### config.mk
export PLATFORM = sky130hd
export DESIGN_NAME = can_command_text_reassembler_core_flat
export DESIGN_NICKNAME = d
export VERILOG_FILES = /design/src/hw/rtl/ctr_pkg.sv /design/src/hw/rtl/ctr_if.sv /design/src/hw/rtl/ctr_front.sv /design/src/hw/rtl/ctr_queue.sv /design/src/hw/rtl/ctr_back.sv /design/src/hw/rtl/can_command_text_reassembler_core.sv /design/src/flat_wrapper.sv
export SDC_FILE = /design/constraint.sdc
export NUM_CORES = 2
export LEC_CHECK = 0
export BUFFER_PORTS_ARGS = -buffer_cell sky130_fd_sc_hd__buf_2
export CAP_MARGIN = 10
export CORE_ASPECT_RATIO = 0.7
export CORE_MARGIN = 2
export CORE_UTILIZATION = 40
export CTS_BUF_LIST = sky130_fd_sc_hd__clkbuf_4 sky130_fd_sc_hd__clkbuf_8
export CTS_CLUSTER_DIAMETER = 50
export DETAILED_ROUTE_END_ITERATION = 12
export GPL_TIMING_DRIVEN = 0
export HOLD_SLACK_MARGIN = 0.15
export PLACE_DENSITY = 0.58
export SYNTH_ARGS = -nofsm -noshare
export SYNTH_HDL_FRONTEND = slang
export SYNTH_SLANG_ARGS = --single-unit
### constraint.sdc
create_clock -name clk -period 6 [get_ports clk]
set_clock_uncertainty 0.15 [all_clocks]
set_input_delay 0.3 -clock clk [delete_from_list [all_inputs] [get_ports clk]]
set_output_delay 0.3 -clock clk [all_outputs]
set_load 0.02 [all_outputs]
### src/hw/rtl/ctr_pkg.sv
// Shared types, constants and codes of the CAN command and text reassembly block.
package ctr_pkg;

	localparam int TextBytes  = 256;
	localparam int Banks      = 8;
	localparam int BankRows   = TextBytes / Banks;
	localparam int RowW       = $clog2(BankRows);
	localparam int LaneW      = $clog2(Banks);
	localparam int PosW       = $clog2(TextBytes);
	localparam int QueueDepth = 4;
	localparam int QPtrW      = $clog2(QueueDepth);

	localparam logic [7:0] CMD_FIRST = 8'h83;
	localparam logic [7:0] CMD_LAST  = 8'h8A;
	localparam logic [7:0] CMD_TEXT  = 8'h84;

	localparam logic [3:0] START_CHARS = 4'd4;
	localparam logic [3:0] CONT_CHARS  = 4'd8;

	localparam logic [2:0] ST_UNKNOWN = 3'd0;
	localparam logic [2:0] ST_OTHER   = 3'd1;
	localparam logic [2:0] ST_PARTIAL = 3'd2;
	localparam logic [2:0] ST_IGNORED = 3'd3;
	localparam logic [2:0] ST_CHUNK   = 3'd4;

	localparam logic [2:0] TEXT_INDEX = 3'd1;

	typedef struct packed {
		logic [2:0]  status;
		logic [2:0]  index;
		logic [15:0] obj_num;
		logic [7:0]  length;
		logic [63:0] data;
	} entry_t;

	typedef struct packed {
		logic [Banks-1:0]           en;
		logic [Banks-1:0][RowW-1:0] row;
		logic [Banks-1:0][7:0]      data;
	} store_wr_t;

	typedef enum logic [1:0] {
		BK_IDLE,
		BK_READ,
		BK_EMIT
	} back_state_t;

endpackage

### src/hw/rtl/ctr_if.sv
// Valid/ready channel interfaces for CAN frames and for result beats.
interface ctr_frame_if;
	logic        valid;
	logic        ready;
	logic [10:0] frame_id;
	logic [3:0]  frame_len;
	logic [63:0] frame_data;

	modport source(output valid, output frame_id, output frame_len, output frame_data,
		input ready);
	modport sink(input valid, input frame_id, input frame_len, input frame_data,
		output ready);
endinterface

interface ctr_result_if;
	logic        valid;
	logic        ready;
	logic [2:0]  status;
	logic [2:0]  command_index;
	logic [15:0] object_number;
	logic [7:0]  text_length;
	logic [7:0]  chunk_offset;
	logic [63:0] payload_bytes;
	logic        last;

	modport source(output valid, output status, output command_index, output object_number,
		output text_length, output chunk_offset, output payload_bytes, output last,
		input ready);
	modport sink(input valid, input status, input command_index, input object_number,
		input text_length, input chunk_offset, input payload_bytes, input last,
		output ready);
endinterface

### src/hw/rtl/ctr_front.sv
// Front end: registers a frame, classifies it, tracks text collection and writes text bytes.
module ctr_front (
	input  logic               clk,
	input  logic               arst_n,
	ctr_frame_if.sink          frame,
	output logic               push,
	output ctr_pkg::entry_t    push_entry,
	input  logic               q_full,
	input  logic               chunks_done,
	output ctr_pkg::store_wr_t store_wr
);
	import ctr_pkg::*;

	logic        valid_s1;
	logic [10:0] id_s1;
	logic [3:0]  len_s1;
	logic [63:0] data_s1;

	logic [7:0]  exp_q;
	logic [7:0]  rem_q;
	logic [15:0] obj_q;
	logic        pending_q;

	logic [7:0]  cmd;
	logic [7:0]  idx_full;
	logic        known;
	logic        is_text;
	logic        text_data;
	logic        start;
	logic        writes;
	logic        proc;
	logic [7:0]  rem_in;
	logic [7:0]  exp_in;
	logic [3:0]  cap;
	logic [3:0]  fill;
	logic [7:0]  off;
	logic [7:0]  rem_next;
	logic [63:0] src;
	logic [Banks-1:0][7:0] src_b;
	logic [LaneW-1:0] lane_sel [Banks];
	logic [PosW-1:0]  lane_pos [Banks];
	entry_t      entry;

	assign cmd       = id_s1[10:3];
	assign idx_full  = cmd - CMD_FIRST;
	assign known     = (cmd >= CMD_FIRST) && (cmd <= CMD_LAST);
	assign is_text   = (cmd == CMD_TEXT);
	assign text_data = is_text && (len_s1 != 4'd0);
	assign start     = (data_s1[7:0] == 8'd0);
	assign writes    = text_data && (start || (exp_q != 8'd0));

	// Text frames with data wait while a finished message is queued or still being read out of the store.
	assign proc        = valid_s1 && !q_full && !(text_data && pending_q);
	assign frame.ready = !valid_s1 || proc;

	always_comb begin
		rem_in   = start ? data_s1[15:8] : rem_q;
		exp_in   = start ? data_s1[15:8] : exp_q;
		cap      = start ? START_CHARS : CONT_CHARS;
		fill     = (rem_in > {4'd0, cap}) ? cap : rem_in[3:0];
		off      = start ? 8'd0 : (exp_q - rem_q);
		src      = start ? {32'd0, data_s1[63:32]} : data_s1;
		rem_next = rem_in - {4'd0, fill};
	end

	assign src_b = src;

	always_comb begin
		entry = '{status: ST_UNKNOWN, index: 3'd0, obj_num: 16'd0, length: 8'd0, data: 64'd0};
		if (known && !is_text) begin
			entry.status = ST_OTHER;
			entry.index  = idx_full[2:0];
			entry.data   = data_s1;
		end else if (is_text) begin
			entry.index = TEXT_INDEX;
			if (!writes || exp_in == 8'd0) begin
				entry.status = ST_IGNORED;
			end else if (rem_next != 8'd0) begin
				entry.status = ST_PARTIAL;
			end else begin
				entry.status  = ST_CHUNK;
				entry.obj_num = start ? data_s1[31:16] : obj_q;
				entry.length  = exp_in;
			end
		end
	end

	assign push       = proc;
	assign push_entry = entry;

	// Each text byte lands in the bank given by the low bits of its position.
	always_comb begin
		for (int b = 0; b < Banks; b++) begin
			lane_sel[b]         = LaneW'(b) - off[LaneW-1:0];
			lane_pos[b]         = off + PosW'(lane_sel[b]);
			store_wr.en[b]      = proc && writes && ({1'b0, lane_sel[b]} < fill);
			store_wr.row[b]     = lane_pos[b][PosW-1:LaneW];
			store_wr.data[b]    = src_b[lane_sel[b]];
		end
	end

	always_ff @(posedge clk or negedge arst_n) begin
		if (!arst_n) begin
			valid_s1 <= 1'b0;
		end else if (frame.ready) begin
			valid_s1 <= frame.valid;
		end
	end

	always_ff @(posedge clk) begin
		if (frame.ready && frame.valid) begin
			id_s1   <= frame.frame_id;
			len_s1  <= frame.frame_len;
			data_s1 <= frame.frame_data;
		end
	end

	always_ff @(posedge clk or negedge arst_n) begin
		if (!arst_n) begin
			exp_q     <= 8'd0;
			rem_q     <= 8'd0;
			obj_q     <= 16'd0;
			pending_q <= 1'b0;
		end else begin
			if (proc && writes) begin
				rem_q <= rem_next;
				exp_q <= (rem_next == 8'd0) ? 8'd0 : exp_in;
				if (start) begin
					obj_q <= data_s1[31:16];
				end
			end
			if (proc && entry.status == ST_CHUNK) begin
				pending_q <= 1'b1;
			end else if (chunks_done) begin
				pending_q <= 1'b0;
			end
		end
	end

endmodule

### src/hw/rtl/ctr_queue.sv
// Short queue of classified frames between the front end and the result sequencer.
module ctr_queue (
	input  logic            clk,
	input  logic            arst_n,
	input  logic            push,
	input  ctr_pkg::entry_t push_entry,
	output logic            full,
	output logic            pop_valid,
	output ctr_pkg::entry_t pop_entry,
	input  logic            pop
);
	import ctr_pkg::*;

	entry_t           slot_q [QueueDepth];
	logic [QPtrW-1:0] wr_ptr_q;
	logic [QPtrW-1:0] rd_ptr_q;
	logic [QPtrW:0]   count_q;

	assign full      = (count_q == (QPtrW+1)'(QueueDepth));
	assign pop_valid = (count_q != '0);
	assign pop_entry = slot_q[rd_ptr_q];

	always_ff @(posedge clk) begin
		if (push) begin
			slot_q[wr_ptr_q] <= push_entry;
		end
	end

	always_ff @(posedge clk or negedge arst_n) begin
		if (!arst_n) begin
			wr_ptr_q <= '0;
			rd_ptr_q <= '0;
			count_q  <= '0;
		end else begin
			if (push) begin
				wr_ptr_q <= wr_ptr_q + 1'b1;
			end
			if (pop) begin
				rd_ptr_q <= rd_ptr_q + 1'b1;
			end
			case ({push, pop})
				2'b10:   count_q <= count_q + 1'b1;
				2'b01:   count_q <= count_q - 1'b1;
				default: count_q <= count_q;
			endcase
		end
	end

endmodule

### src/hw/rtl/ctr_back.sv
// Back end: text store banks, chunk read-out sequencer and the result output register.
module ctr_back (
	input  logic               clk,
	input  logic               arst_n,
	input  logic               q_valid,
	input  ctr_pkg::entry_t    q_entry,
	output logic               q_pop,
	output logic               chunks_done,
	input  ctr_pkg::store_wr_t store_wr,
	ctr_result_if.source       result
);
	import ctr_pkg::*;

	back_state_t state_q;
	back_state_t state_d;
	entry_t      cur_q;
	logic [RowW-1:0] k_q;
	logic [RowW-1:0] last_k;
	logic [7:0]  len_m1;
	logic        can_load;
	logic        rd_en;
	logic        load_direct;
	logic        load_chunk;
	logic [Banks-1:0][7:0] rd_data_q;
	logic [Banks-1:0][7:0] masked;

	logic        out_valid_q;
	logic [2:0]  out_status_q;
	logic [2:0]  out_index_q;
	logic [15:0] out_obj_q;
	logic [7:0]  out_len_q;
	logic [7:0]  out_off_q;
	logic [63:0] out_pay_q;
	logic        out_last_q;

	assign len_m1   = cur_q.length - 8'd1;
	assign last_k   = len_m1[PosW-1:LaneW];
	assign can_load = !out_valid_q || result.ready;

	// One bank per byte lane; a chunk is one row across all banks.
	for (genvar b = 0; b < Banks; b++) begin : g_bank
		logic [7:0] mem [BankRows];

		always_ff @(posedge clk) begin
			if (store_wr.en[b]) begin
				mem[store_wr.row[b]] <= store_wr.data[b];
			end
		end

		always_ff @(posedge clk) begin
			if (rd_en) begin
				rd_data_q[b] <= mem[k_q];
			end
		end
	end

	always_comb begin
		state_d = state_q;
		unique case (state_q)
			BK_IDLE: begin
				if (q_valid && can_load && q_entry.status == ST_CHUNK) begin
					state_d = BK_READ;
				end
			end
			BK_READ: begin
				state_d = BK_EMIT;
			end
			BK_EMIT: begin
				if (can_load) begin
					state_d = (k_q == last_k) ? BK_IDLE : BK_READ;
				end
			end
			default: begin
				state_d = BK_IDLE;
			end
		endcase
	end

	always_comb begin
		q_pop       = 1'b0;
		rd_en       = 1'b0;
		load_direct = 1'b0;
		load_chunk  = 1'b0;
		chunks_done = 1'b0;
		unique case (state_q)
			BK_IDLE: begin
				q_pop       = q_valid && can_load;
				load_direct = q_valid && can_load && (q_entry.status != ST_CHUNK);
			end
			BK_READ: begin
				rd_en       = 1'b1;
				chunks_done = (k_q == last_k);
			end
			BK_EMIT: begin
				load_chunk = can_load;
			end
			default: begin
				q_pop = 1'b0;
			end
		endcase
	end

	// Bytes at or past the text length go out as zero.
	always_comb begin
		for (int i = 0; i < Banks; i++) begin
			masked[i] = ({k_q, LaneW'(i)} < cur_q.length) ? rd_data_q[i] : 8'd0;
		end
	end

	always_ff @(posedge clk or negedge arst_n) begin
		if (!arst_n) begin
			state_q     <= BK_IDLE;
			out_valid_q <= 1'b0;
		end else begin
			state_q <= state_d;
			if (load_direct || load_chunk) begin
				out_valid_q <= 1'b1;
			end else if (result.ready) begin
				out_valid_q <= 1'b0;
			end
		end
	end

	always_ff @(posedge clk) begin
		if (q_pop) begin
			cur_q <= q_entry;
			k_q   <= '0;
		end else if (load_chunk) begin
			k_q <= k_q + 1'b1;
		end
		if (load_direct) begin
			out_status_q <= q_entry.status;
			out_index_q  <= q_entry.index;
			out_obj_q    <= 16'd0;
			out_len_q    <= 8'd0;
			out_off_q    <= 8'd0;
			out_pay_q    <= q_entry.data;
			out_last_q   <= 1'b1;
		end else if (load_chunk) begin
			out_status_q <= ST_CHUNK;
			out_index_q  <= cur_q.index;
			out_obj_q    <= cur_q.obj_num;
			out_len_q    <= cur_q.length;
			out_off_q    <= {k_q, {LaneW{1'b0}}};
			out_pay_q    <= masked;
			out_last_q   <= (k_q == last_k);
		end
	end

	assign result.valid         = out_valid_q;
	assign result.status        = out_status_q;
	assign result.command_index = out_index_q;
	assign result.object_number = out_obj_q;
	assign result.text_length   = out_len_q;
	assign result.chunk_offset  = out_off_q;
	assign result.payload_bytes = out_pay_q;
	assign result.last          = out_last_q;

endmodule

### src/hw/rtl/can_command_text_reassembler_core.sv
// Top level of the CAN command dispatcher with text message reassembly.
// A frame is registered when it is accepted and then enters the four-entry queue. A frame
// that gives one result is loaded from the queue into the output register, which offers
// its beat. A frame that completes a text message of length L gives ceil(L/8) chunk beats.
// The entry is first taken from the queue; each chunk then reads a row of the eight
// byte-lane banks of the text store and is loaded into the output register. From the time
// that frame is queued until its last row is read, frames that carry text wait at the
// input; other frames keep flowing into the queue. The text store has no reset and no
// clearing pass, since a message always writes every byte that it later sends.
module can_command_text_reassembler_core (
	input  logic         clk,
	input  logic         arst_n,
	ctr_frame_if.sink    frame,
	ctr_result_if.source result
);
	import ctr_pkg::*;

	logic      push;
	entry_t    push_entry;
	logic      q_full;
	logic      q_valid;
	entry_t    q_entry;
	logic      q_pop;
	logic      chunks_done;
	store_wr_t store_wr;

	ctr_front u_front (
		.clk         (clk),
		.arst_n      (arst_n),
		.frame       (frame),
		.push        (push),
		.push_entry  (push_entry),
		.q_full      (q_full),
		.chunks_done (chunks_done),
		.store_wr    (store_wr)
	);

	ctr_queue u_queue (
		.clk        (clk),
		.arst_n     (arst_n),
		.push       (push),
		.push_entry (push_entry),
		.full       (q_full),
		.pop_valid  (q_valid),
		.pop_entry  (q_entry),
		.pop        (q_pop)
	);

	ctr_back u_back (
		.clk         (clk),
		.arst_n      (arst_n),
		.q_valid     (q_valid),
		.q_entry     (q_entry),
		.q_pop       (q_pop),
		.chunks_done (chunks_done),
		.store_wr    (store_wr),
		.result      (result)
	);

endmodule

### src/flat_wrapper.sv
// flat-port wrapper written by rule: the top's interface ports become plain ports
module can_command_text_reassembler_core_flat import ctr_pkg::*;
  (clk, arst_n, frame_valid, frame_frame_id, frame_frame_len, frame_frame_data, frame_ready, result_valid, result_status, result_command_index, result_object_number, result_text_length, result_chunk_offset, result_payload_bytes, result_last, result_ready);
  ctr_frame_if frame_i ();
  ctr_result_if result_i ();
  input  logic clk;
  input  logic arst_n;
  input wire logic [$bits(frame_i.valid)-1:0] frame_valid;
  input wire logic [$bits(frame_i.frame_id)-1:0] frame_frame_id;
  input wire logic [$bits(frame_i.frame_len)-1:0] frame_frame_len;
  input wire logic [$bits(frame_i.frame_data)-1:0] frame_frame_data;
  output wire logic [$bits(frame_i.ready)-1:0] frame_ready;
  output wire logic [$bits(result_i.valid)-1:0] result_valid;
  output wire logic [$bits(result_i.status)-1:0] result_status;
  output wire logic [$bits(result_i.command_index)-1:0] result_command_index;
  output wire logic [$bits(result_i.object_number)-1:0] result_object_number;
  output wire logic [$bits(result_i.text_length)-1:0] result_text_length;
  output wire logic [$bits(result_i.chunk_offset)-1:0] result_chunk_offset;
  output wire logic [$bits(result_i.payload_bytes)-1:0] result_payload_bytes;
  output wire logic [$bits(result_i.last)-1:0] result_last;
  input wire logic [$bits(result_i.ready)-1:0] result_ready;
  assign frame_i.valid = frame_valid;
  assign frame_i.frame_id = frame_frame_id;
  assign frame_i.frame_len = frame_frame_len;
  assign frame_i.frame_data = frame_frame_data;
  assign frame_ready = frame_i.ready;
  assign result_valid = result_i.valid;
  assign result_status = result_i.status;
  assign result_command_index = result_i.command_index;
  assign result_object_number = result_i.object_number;
  assign result_text_length = result_i.text_length;
  assign result_chunk_offset = result_i.chunk_offset;
  assign result_payload_bytes = result_i.payload_bytes;
  assign result_last = result_i.last;
  assign result_i.ready = result_ready;
  can_command_text_reassembler_core u_core (.clk(clk), .arst_n(arst_n), .frame(frame_i), .result(result_i));
endmodule
==> out/qor.yml <==
status: "complete, but fails checks"
violations: "slew limit, setup timing"
setup_slack_ns: -0.1154
wl_per_cell_um: 34.92
post_drt_via_cell_ratio: 6.109
regArea_sq_um: 81710
cp_slowest_cell: "a222oi_1"
worst_slew_pin_slew_ns: 1.535
vias: 64070
netlist_top_cells_count: "edfxtp_1 (2,661), mux4_2 (782), nand2_1 (218), clkbuf_1 (205), nor3_1 (166)"
detail-route-antenna-nets: 0
grt_max_degree: 51
critical_path.max_fanout: 10
yosysTopAreaCell: "edfxtp_1"
area_growth_pct: 20.27
synthAdderAreaFrac_pct: 0.5358
maxSlewHeadroom_pct: -2.345
fin_crit_sh_pct: 101.9
cts.sinks: 2740
power_density_nw_per_um2: 431.2
synth_cells: 5366
cp-end-kind: "register"
final_net_count: 6631
synth.ff_latch_count: 2740
die_h_um: 443.2
final_core_util_pct: 48.28
max_stage_delay_ns: 1.09
boundaryPins: 188
post-dp-hpwl_um: 260400
synth_xor_area_share_pct: 0.4279
async_flop_share_pct: 1.606
io_buffers: 181
synth_edf_count: 2661
hold_path.class: "input pin to register"
coreArea_sq_um: 274600
synth_top_family_by_area: "multiplexers"
yosysMostFrequentCell: "edfxtp_1"
final_layout_size_suffix_gt1_share_pct: 37.45
synth.top_cell.area_share_pct: 72.49
drt_iter0_drc: 10910
setup_viol: 106
cts_tree: "built"
cp_data_arrival_time_ns: 6.70
grt_overflow: 0
dieArea_sq_um: 279800
maxCapViolations: 0
clock_path_buffers: 4
crit_chain: "nor4_4 > clkbuf_4 > nand2_2 > buf_4 > buf_4 > clkbuf_4 > buf_4 > clkbuf_8 > nand2_4 > inv_2 > ha_1 > clkbuf_2 > inv_1 > ha_1 > xnor2_1 > a222oi_1 > buf_4 > nor4_4 > buf_4"
worstSetupPathType: "register to register"
synthDistinctLibCells: 83
grt_pass1_wl_um: 494800
fp-row-count: 161
cts_max_level: 5
synth_compound_area_share_pct: 2.471
leakage_nw: 41.84
yosys.area_share.simple_pct: 3.782
synthMuxAreaShare_pct: 17.30
start_util_pct: 40.15
synth_top_flop_cell: "edfxtp_1"
rsz0062_at_grt: "true"
multi_input_area_sq_um: 30210
max_freq_ghz: 0.1635
drc: 0
clk_pin_slew_worst_paths_ns: 0.07
synth_area_per_cell_sq_um: 20.54
ys_top_cells_by_area: "edfxtp_1 (72%), mux4_2 (16%), dfrtp_1 (1.0%)"
dr.pass1.iters: 6
routed_wl_um: 366300
worstPathRequired_ns: 6.59
place_congestion: 0.9585
finalMaxSlewViolations: 8
yosys_warnings: 0
fin_crit_ns: 6.115
antenna_found_initial: 33
p_total_mw: 57.16
ys_seq_area_share_pct: 74.13
ir_worst_vdd_mv: 0.5398
syn_area_sq_um: 110200
crit_path_frequent_cell: "buf_4"
grt.total_usage_pct: 25.64
clock_latency_ns: 1.03
cts-buffers-inserted: 395
die_x_um: 631.4
cp-start-kind: "register"
hold_violations: 0
grt_pass1_vias: 60500
nFillCells: 22350
root_buffer: "clkbuf_8"
-- where the power goes --
group,total (mW),internal (mW),leakage (nW),switching [mW]
Sequential,25.9,25.2,25.0,0.720
Clock,14.6,7.35,3.99,7.26
Combinational,16.7,4.93,12.9,11.7
Total,57.2,37.4,41.8,19.7
-- final timing paths --
| check | startpoint | end | slack (ns) | depth (start not counted) |
|---|---|---|---|---|
| max | u_core.u_front.data_s1[6] | u_core.u_back.g_bank[2].mem[19][4] | -0.12 | 19 |
| max reg2reg | u_core.u_front.data_s1[6] | u_core.u_back.g_bank[2].mem[19][4] | -0.12 | 19 |
| min in group asynchronous | arst_n | u_core.u_back.state_q[1] | 0.32 | 4 |
| min reg2reg | u_core.u_back.result.chunk_offset[4] | u_core.u_back.result.chunk_offset[4] | 0.31 | 2 |
| max in group asynchronous | arst_n | u_core.u_queue.wr_ptr_q[0] | 5.13 | 4 |
| min | frame_valid | u_core.u_front.id_s1[6] | 0.29 | 3 |
-- placed cells by master, fill, tap and decap left out, types with 15 or more instances in the layout --
cell and count:
dlygate4sd3_1 158, buf_6 54, clkinv_2 37, dfxtp_1 35
o21ai_0 78, nor3_2 52, and2_1 73, clkbuf_4 150
buf_8 59, clkbuf_8 406, edfxtp_1 2661, nor3_1 76
a22o_1 66, a21oi_2 21, ha_1 44, a21oi_1 73
nand4_1 23, dfrtp_1 44, clkinv_1 89, nand3_1 32
a21oi_4 21, diode_2 18, nor4_2 43, nor4_4 76
buf_1 56, nor4_1 15, buf_12 46, nor2_1 86
buf_2 267, mux2_2 97, xnor2_1 31, clkbuf_2 40
mux4_2 782, clkbuf_1 149, inv_1 48, nand2_1 215
mux2i_1 31, o21ai_2 17, buf_4 207, nor3_4 42
-- worst max-delay path, delay by kind of cell, from the launching register on --
kind / cells / cell delay (ns)
buffers and inverters: 11 / 2.79
xor gates and xnor gates: 1 / 0.16
AOI/OAI and AO/OA: 1 / 1.09
DFF: 1 / 0.60
adders and majority gates: 2 / 0.53
and+or+nand+nor: 4 / 0.46
-- per-layer routing --
metal  wire (um)  GRT usage (%)  share of wire, %  vias to the layer above
met4        9842          6.368               2.7                        6
li1            -              -                 -                    24870
met5          46              0             0.013                        -
met1      155900          40.38                43                    34370
met3       48910          7.219                13                      541
met2      151600          34.84                41                     4284
-- stage by stage --
step	cells	hold WS, ns	TNS, ns	cell area, sq um	setup WS, ns
after floorplan	5368	-0.1456	0	110200	0.1860
after global placement	9216	0.2942	-	115700	-5.548
after detailed placement	9519	0.2607	-8253.93	120800	-3.763
after CTS	10400	0.1817	-3.260	131200	-0.1287
after global routing	10470	0.2794	-0.8012	132500	-0.04682
final	10490	0.2943	-6.235	132600	-0.1154
-- logic make-up after synthesis --
logic type	count (synthesis)
AO/OA/AOI/OAI	413
multiplexers	916
adder cells (fa/ha/maj)	46
flip-flops	2740
XOR/XNOR	53
other	2
buffers and inverters	376
AND/OR/NAND/NOR	820
-- repair_timing --
action	4_1_cts	5_1_grt
gates cloned	1	1
setup buffers	30	33
hold buffers	159	0
hold endpoints to repair	226	0
pin swaps	25	26
resized for setup	180	125
setup endpoints to repair	3697	1580
-- flip-flops by register name (all words and copies together) (netlist names), 16 cells and up --
register,flops
u_core.u_back.g_bank.mem,2048
u_core.u_queue.slot_q,376
u_core.u_back.rd_data_q,64
u_core.u_back.result.payload_bytes,64
u_core.u_front.data_s1,64
u_core.u_back.cur_q,27
u_core.u_back.result.object_number,16
u_core.u_front.obj_q,16
-- final cells by class --
class | count | area share (%)
Inverter | 51 | 0.1482
Clock inverter | 152 | 0.6531
Tap cell | 3667 | 3.461
Timing Repair Buffer | 738 | 5.186
Antenna cell | 18 | 0.03398
Clock buffer | 546 | 4.989
Multi-Input combinational cell | 2254 | 22.79
Buffer | 322 | 1.104
Sequential cell | 2740 | 61.63
No activity file was read; power rests on OpenSTA's default activity.
